===== src/hdl/hsv2rgb_pkg.sv =====
`timescale 1ns / 1ps
// ----------------------------------------------------------------------------
// hsv2rgb_pkg
// Shared widths, constants and types of the hsv to rgb converter.
// ----------------------------------------------------------------------------

package hsv2rgb_pkg;

  localparam int HUE_W    = 9;
  localparam int CHAN_W   = 8;
  localparam int REM_W    = 6;
  localparam int DROP_W   = 14;
  localparam int PNUM_W   = 16;
  localparam int LNUM_W   = 22;
  localparam int QUO_IN_W = 20;
  localparam int RECIP_W  = 21;
  localparam int PROD_W   = QUO_IN_W + RECIP_W;

  // tdata widths, padded to whole bytes
  localparam int S_DATA_W = 32;
  localparam int M_DATA_W = 24;

  localparam logic [HUE_W-1:0]   HUE_TURN    = 9'd360;
  localparam logic [REM_W-1:0]   SECTOR_DEG  = 6'd60;
  localparam logic [CHAN_W-1:0]  CHAN_MAX    = 8'd255;
  localparam logic [DROP_W-1:0]  LEVEL_SCALE = 14'd15300;

  // floor(y / 3825) = (y * RECIP) >> 32 for every y below 2^20
  localparam logic [RECIP_W-1:0] RECIP_3825  = 21'd1122868;
  localparam int                 RECIP_SHIFT = 32;

  // hue sector, named after the hue range it spans
  typedef enum logic [2:0] {
    SEC_RED_YEL = 3'd0,
    SEC_YEL_GRN = 3'd1,
    SEC_GRN_CYN = 3'd2,
    SEC_CYN_BLU = 3'd3,
    SEC_BLU_MAG = 3'd4,
    SEC_MAG_RED = 3'd5
  } sector_t;

endpackage


===== src/hdl/hsv_to_rgb_converter.sv =====
`timescale 1ns / 1ps
// ----------------------------------------------------------------------------
// hsv_to_rgb_converter
// Five-stage pipelined hsv to rgb conversion with exact integer truncation.
// ----------------------------------------------------------------------------
// Usage:
//   s_axis carries one pixel per word: hue (degrees), saturation and
//   brightness. m_axis returns one word per pixel with red, green and blue.
//   Hue 360 and above is reduced by 360 before conversion.
//   Throughput is one pixel per clock; every stage is a register with its
//   own valid bit, so the pipeline takes a new word every cycle while the
//   output side keeps taking words.
//   Stages: hue reduce and sector split, small products, level numerators with
//   division by 255, reciprocal-multiply division by 15300, sector channel mux.
//   A stall on m_axis holds the output register; stages behind it keep
//   filling bubbles, so s_axis_tready stays high until all stages hold data.
//   Nothing is lost or repeated across a stall.
//   Synchronous reset clears all valid bits; payload registers are not reset.
// ----------------------------------------------------------------------------

module hsv_to_rgb_converter (
  input  logic                             clk,
  input  logic                             rst,
  input  logic                             s_axis_tvalid,
  output logic                             s_axis_tready,
  // hue [8:0], saturation [16:9], brightness [24:17], zero pad
  input  logic [hsv2rgb_pkg::S_DATA_W-1:0] s_axis_tdata,
  output logic                             m_axis_tvalid,
  input  logic                             m_axis_tready,
  // red [7:0], green [15:8], blue [23:16]
  output logic [hsv2rgb_pkg::M_DATA_W-1:0] m_axis_tdata
);

  import hsv2rgb_pkg::*;

  localparam int NSTAGE = 5;

  logic [NSTAGE-1:0] vld;
  logic [NSTAGE-1:0] rdy;

  logic [HUE_W-1:0]  in_hue;
  logic [CHAN_W-1:0] in_sat;
  logic [CHAN_W-1:0] in_bright;

  // stage 1
  logic [HUE_W-1:0]  hue_red;
  logic [HUE_W-1:0]  sec_base;
  sector_t           sec_next;
  sector_t           s1_sector;
  logic [REM_W-1:0]  s1_rem;
  logic [CHAN_W-1:0] s1_sat;
  logic [CHAN_W-1:0] s1_bright;

  // stage 2
  sector_t           s2_sector;
  logic [DROP_W-1:0] s2_drop_q;
  logic [DROP_W-1:0] s2_drop_t;
  logic [PNUM_W-1:0] s2_p_num;
  logic [CHAN_W-1:0] s2_bright;

  // stage 3
  sector_t           s3_sector;
  logic [LNUM_W-1:0] s3_q_num;
  logic [LNUM_W-1:0] s3_t_num;
  logic [CHAN_W-1:0] s3_p;
  logic [CHAN_W-1:0] s3_bright;
  logic [PNUM_W:0]   p_sum;

  // stage 4
  logic [PROD_W-1:0] q_prod;
  logic [PROD_W-1:0] t_prod;
  sector_t           s4_sector;
  logic [CHAN_W-1:0] s4_q;
  logic [CHAN_W-1:0] s4_t;
  logic [CHAN_W-1:0] s4_p;
  logic [CHAN_W-1:0] s4_v;

  // stage 5
  logic [CHAN_W-1:0] red_next;
  logic [CHAN_W-1:0] green_next;
  logic [CHAN_W-1:0] blue_next;
  logic [CHAN_W-1:0] red;
  logic [CHAN_W-1:0] green;
  logic [CHAN_W-1:0] blue;

  assign in_hue    = s_axis_tdata[HUE_W-1:0];
  assign in_sat    = s_axis_tdata[HUE_W+CHAN_W-1:HUE_W];
  assign in_bright = s_axis_tdata[HUE_W+2*CHAN_W-1:HUE_W+CHAN_W];

  // a stage loads when it is empty or its word moves on this cycle
  always_comb begin
    rdy[NSTAGE-1] = !vld[NSTAGE-1] || m_axis_tready;
    for (int i = NSTAGE - 2; i >= 0; i--) begin
      rdy[i] = !vld[i] || rdy[i+1];
    end
  end

  assign s_axis_tready = rdy[0];

  always_ff @(posedge clk) begin
    if (rst) begin
      vld <= '0;
    end else begin
      if (rdy[0]) begin
        vld[0] <= s_axis_tvalid;
      end
      for (int i = 1; i < NSTAGE; i++) begin
        if (rdy[i]) begin
          vld[i] <= vld[i-1];
        end
      end
    end
  end

  // stage 1: fold hue into one turn, split into sector and remainder
  always_comb begin
    hue_red = (in_hue >= HUE_TURN) ? in_hue - HUE_TURN : in_hue;
    priority if (hue_red >= 9'd300) begin
      sec_next = SEC_MAG_RED;
      sec_base = 9'd300;
    end else if (hue_red >= 9'd240) begin
      sec_next = SEC_BLU_MAG;
      sec_base = 9'd240;
    end else if (hue_red >= 9'd180) begin
      sec_next = SEC_CYN_BLU;
      sec_base = 9'd180;
    end else if (hue_red >= 9'd120) begin
      sec_next = SEC_GRN_CYN;
      sec_base = 9'd120;
    end else if (hue_red >= 9'd60) begin
      sec_next = SEC_YEL_GRN;
      sec_base = 9'd60;
    end else begin
      sec_next = SEC_RED_YEL;
      sec_base = 9'd0;
    end
  end

  always_ff @(posedge clk) begin
    if (rdy[0]) begin
      s1_sector <= sec_next;
      s1_rem    <= REM_W'(hue_red - sec_base);
      s1_sat    <= in_sat;
      s1_bright <= in_bright;
    end
  end

  // stage 2: saturation drops and the p numerator
  always_ff @(posedge clk) begin
    if (rdy[1]) begin
      s2_sector <= s1_sector;
      s2_drop_q <= DROP_W'(s1_rem) * DROP_W'(s1_sat);
      s2_drop_t <= DROP_W'(SECTOR_DEG - s1_rem) * DROP_W'(s1_sat);
      s2_p_num  <= PNUM_W'(s1_bright) * PNUM_W'(CHAN_MAX - s1_sat);
      s2_bright <= s1_bright;
    end
  end

  // x / 255 for x up to 255 * 255, the largest p numerator
  assign p_sum = (PNUM_W+1)'(s2_p_num) + (PNUM_W+1)'(s2_p_num >> CHAN_W) + 17'd1;

  // stage 3: level numerators, p finished
  always_ff @(posedge clk) begin
    if (rdy[2]) begin
      s3_sector <= s2_sector;
      s3_q_num  <= LNUM_W'(s2_bright) * LNUM_W'(LEVEL_SCALE - s2_drop_q);
      s3_t_num  <= LNUM_W'(s2_bright) * LNUM_W'(LEVEL_SCALE - s2_drop_t);
      s3_p      <= p_sum[PNUM_W-1:CHAN_W];
      s3_bright <= s2_bright;
    end
  end

  // stage 4: divide by 15300 as a shift by 2 then reciprocal multiply by 1/3825
  assign q_prod = PROD_W'(s3_q_num[LNUM_W-1:2]) * PROD_W'(RECIP_3825);
  assign t_prod = PROD_W'(s3_t_num[LNUM_W-1:2]) * PROD_W'(RECIP_3825);

  always_ff @(posedge clk) begin
    if (rdy[3]) begin
      s4_sector <= s3_sector;
      s4_q      <= q_prod[RECIP_SHIFT+CHAN_W-1:RECIP_SHIFT];
      s4_t      <= t_prod[RECIP_SHIFT+CHAN_W-1:RECIP_SHIFT];
      s4_p      <= s3_p;
      s4_v      <= s3_bright;
    end
  end

  // stage 5: route levels to channels by sector
  always_comb begin
    unique case (s4_sector)
      SEC_RED_YEL: begin
        red_next = s4_v; green_next = s4_t; blue_next = s4_p;
      end
      SEC_YEL_GRN: begin
        red_next = s4_q; green_next = s4_v; blue_next = s4_p;
      end
      SEC_GRN_CYN: begin
        red_next = s4_p; green_next = s4_v; blue_next = s4_t;
      end
      SEC_CYN_BLU: begin
        red_next = s4_p; green_next = s4_q; blue_next = s4_v;
      end
      SEC_BLU_MAG: begin
        red_next = s4_t; green_next = s4_p; blue_next = s4_v;
      end
      default: begin
        red_next = s4_v; green_next = s4_p; blue_next = s4_q;
      end
    endcase
  end

  always_ff @(posedge clk) begin
    if (rdy[4]) begin
      red   <= red_next;
      green <= green_next;
      blue  <= blue_next;
    end
  end

  assign m_axis_tvalid = vld[NSTAGE-1];
  assign m_axis_tdata  = {blue, green, red};

endmodule


===== config.mk =====
export PLATFORM = sky130hd
export DESIGN_NAME = hsv_to_rgb_converter
export DESIGN_NICKNAME = d
export VERILOG_FILES = /design/src/hdl/hsv2rgb_pkg.sv /design/src/hdl/hsv_to_rgb_converter.sv
export SDC_FILE = /design/constraint.sdc
export NUM_CORES = 2
export LEC_CHECK = 0
export BUFFER_PORTS_ARGS = -buffer_cell sky130_fd_sc_hd__buf_4
export CORE_ASPECT_RATIO = 1.75
export CORE_UTILIZATION = 35
export CTS_BUF_LIST = sky130_fd_sc_hd__clkbuf_4
export CTS_CLUSTER_SIZE = 30
export DETAILED_ROUTE_END_ITERATION = 10
export GPL_TIMING_DRIVEN = 0
export MAX_ROUTING_LAYER = met4
export SLEW_MARGIN = 20
export SYNTH_ARGS = -nofsm -noshare
export SYNTH_HDL_FRONTEND = slang
export SYNTH_SLANG_ARGS = --single-unit

===== constraint.sdc =====
create_clock -name clk -period 18.02 [get_ports clk]
set_input_delay 3.604 -clock clk [delete_from_list [all_inputs] [get_ports clk]]
set_output_delay 3.604 -clock clk [all_outputs]
set_load 0.005 [all_outputs]

==> qor.yml <==
run_status:
  status: "finished, final reports clean"
global_route:
  antenna_found_initial: 3
  overflow: 0
  grt_max_degree: 55
  grt_pass1_wl_um: 111200
  grt_pass1_vias: 22552
  track_usage: 0.1638
logic_synthesis:
  synthCells: 3119
  synthFlopType: "edfxtp_1"
  synth_top_area_cell: "fa_1"
  ys_types: 78
  synth.top_cell.area_share: 0.2665
  async_flop_share: 0
  ys_warn_count: 0
  syn-num-nets: 4083
  ys_ff_latch: 202
  synth.area.top_cells: "fa_1, ha_1, edfxtp_1, inv_1, and2_1"
  postSynthAreaPerCell_um2: 9.899
  synth-edff-count: 197
  ys_seq_area_frac: 0.1948
  netlist_area_mm2: 0.03087
sta:
  fin_skew_ns: 0.1106
  setup_violations: 0
  fmax_mhz: 113.2
  setup-tns-final_ns: 0
  rsz0062_at_grt: "false"
  min_period_ns: 8.836
  worst_pin_slew_ns: 0.9289
  min_period_over_period: 0.4903
  slew-limit-headroom: 0.3792
  hold_viol_final: 0
  maxSlewViolCount: 0
finish:
  drive_gt1_frac: 0.05829
  area_growth_pct: 8.668
  fillers: 8816
  num-nets-final: 4197
floorplanning:
  core_mm2: 0.08713
  start_util: 0.3543
  die_area_mm2: 0.08945
  die_h_um: 394.9
  placementRows: 143
  die_w_um: 226.5
  pin_count: 62
setup_path:
  worstPathRequired_ns: 14.42
  timing_worst_setup_path_type: "input pin to primary output"
  endpoint_kind: "primary output"
  crit_fanout: 26
  start_kind: "input pin"
  critPathArrivalTime_ns: 5.23
placed_design:
  portBuffers: 53
  hpwl_um: 58960
  gp_congestion: 0.9047
clock_tree:
  clk_pin_slew_ns: 0.07
  ctsResizeCount: 0
  numCtsBuffers: 56
  htreeDepth: 2
  hold_buffers: 0
  cts_tree: "built"
  clock_path_buffers: 3
  clock_latency_ns: 0.87
  cts_sinks: 202
  postCtsSetupBuffers: 0
  clock_tree.root_cell: "clkbuf_4"
routing:
  first_iter_violations: 651
  vias: 20893
  drt_pre_antenna_iters: 5
  routed_wl_um: 67760
  drt-vias-per-instance: 4.705
  wire_per_inst_um: 15.26
  drc: 0
  drtAntennaViolNets: 0
worst_hold_path:
  hold_path.class: "flop to flop"
flow_run:
  drv_cap: 0
-- area by class of cell --
cell class                 count  area [um^2]  area share
multi-input combinational   2057        21640      0.6451
sequential                   202         6016      0.1793
inverter                     798         2998     0.08935
tap                         1160         1451     0.04326
clock buffer                  74        555.5     0.01656
timing repair buffer          56        465.4     0.01387
buffer                        62        236.5    0.007048
clock inverter                28        175.2    0.005221
antenna                        4        10.01   0.0002983
-- metal layers --
metal  wire, um  track usage
met5          0            -
met4       3322      0.07722
met3       1399      0.01463
met2      39140       0.3225
met1      23900       0.1555
-- per-stage QoR --
stage | util | hold WS [ns] | instance area (um^2) | setup slack, ns | std cells
after floorplan | - | 0.4003 | 30870 | 9.687 | 3119
after global placement | 0.3756 | 0.4045 | 32720 | 7.995 | 4332
after detailed placement | 0.3765 | 0.4057 | 32810 | 9.081 | 4335
after CTS | 0.3849 | 0.3605 | 33540 | 9.070 | 4437
after global routing | 0.3850 | 0.3825 | 33550 | 9.038 | 4440
final | 0.3850 | 0.3705 | 33550 | 9.184 | 4441
-- Yosys cell counts, types with 6 or more instances --
| library cell | n |
|---|---|
| xnor2_1 | 88 |
| a31oi_1 | 9 |
| a21o_1 | 24 |
| a211oi_1 | 22 |
| inv_1 | 797 |
| o22ai_1 | 10 |
| a21oi_1 | 80 |
| o31ai_1 | 6 |
| o21ai_0 | 59 |
| nor2b_1 | 57 |
| clkbuf_1 | 59 |
| o21bai_1 | 12 |
| o21ai_1 | 7 |
| nand4_1 | 11 |
| mux2_2 | 19 |
| mux2i_1 | 23 |
| or3_1 | 10 |
| nand2b_1 | 37 |
| and2_1 | 164 |
| nand3_1 | 27 |
| nand2_1 | 225 |
| ha_1 | 517 |
| nor3_1 | 15 |
| or2_2 | 9 |
| nor4_1 | 7 |
| and3_1 | 12 |
| fa_1 | 411 |
| nor2_1 | 73 |
| o21a_1 | 12 |
| xor2_1 | 39 |
| edfxtp_1 | 197 |
-- final timing paths --
kind                            endpoint  cells after the start  slack [ns]                   start
setup / recovery           s_axis_tready                      6        9.18           m_axis_tready
hold / removal    s4_sector[0]$_DFFE_PP_                      0        0.37  s3_sector[0]$_DFFE_PP_
setup reg to reg  s3_q_num[21]$_DFFE_PP_                     24       10.72  s2_drop_q[0]$_DFFE_PP_
hold reg to reg   s4_sector[0]$_DFFE_PP_                      0        0.37  s3_sector[0]$_DFFE_PP_
-- state kept, by name, indices dropped and copies added, names as in the netlist, 13 cells and up --
signal / cells
s2_p_num: 16
s2_drop_t: 13
s2_drop_q: 14
s3_t_num: 20
s3_q_num: 20
-- cell usage in the layout, fill, tap and decap left out, types with 6 or more instances in the layout --
| cell type | synthesis | layout |
|---|---|---|
| inv_1 | 797 | 796 |
| ha_1 | 517 | 517 |
| fa_1 | 411 | 411 |
| nand2_1 | 225 | 223 |
| edfxtp_1 | 197 | 197 |
| and2_1 | 164 | 164 |
| xnor2_1 | 88 | 88 |
| a21oi_1 | 80 | 80 |
| clkbuf_4 | 0 | 74 |
| nor2_1 | 73 | 73 |
| clkbuf_1 | 59 | 59 |
| o21ai_0 | 59 | 59 |
| nor2b_1 | 57 | 57 |
| buf_4 | 1 | 54 |
| xor2_1 | 39 | 39 |
| nand2b_1 | 37 | 37 |
| nand3_1 | 27 | 26 |
| a21o_1 | 24 | 24 |
| mux2i_1 | 23 | 23 |
| a211oi_1 | 22 | 22 |
| mux2_2 | 19 | 19 |
| clkinv_1 | 0 | 18 |
| nor3_1 | 15 | 15 |
| and3_1 | 12 | 12 |
| o21a_1 | 12 | 12 |
| o21bai_1 | 12 | 12 |
| nand4_1 | 11 | 11 |
| or3_1 | 10 | 10 |
| o22ai_1 | 10 | 10 |
| a31oi_1 | 9 | 9 |
| or2_2 | 9 | 9 |
| nor4_1 | 7 | 7 |
| o21ai_1 | 7 | 7 |
| o31ai_1 | 6 | 6 |
| clkinv_2 | 0 | 6 |
-- critical path, stage by stage --
cell and delay (ns):
buf_4 0.11, nor2b_1 0.52, and3_1 0.45, nand3_2 0.16, buf_12 0.18, buf_4 0.16
-- cell families after synthesis --
logic type	share of synthesized area
mux	0.01475
buf+inv	0.1047
compound gates	0.05917
fa+ha+maj	0.4764
flops	0.1948
xor+xnor	0.03761
simple gates	0.1126
Power is not shown: default switching activity piles up to over one toggle a cycle in this logic, so the estimate is an artifact.
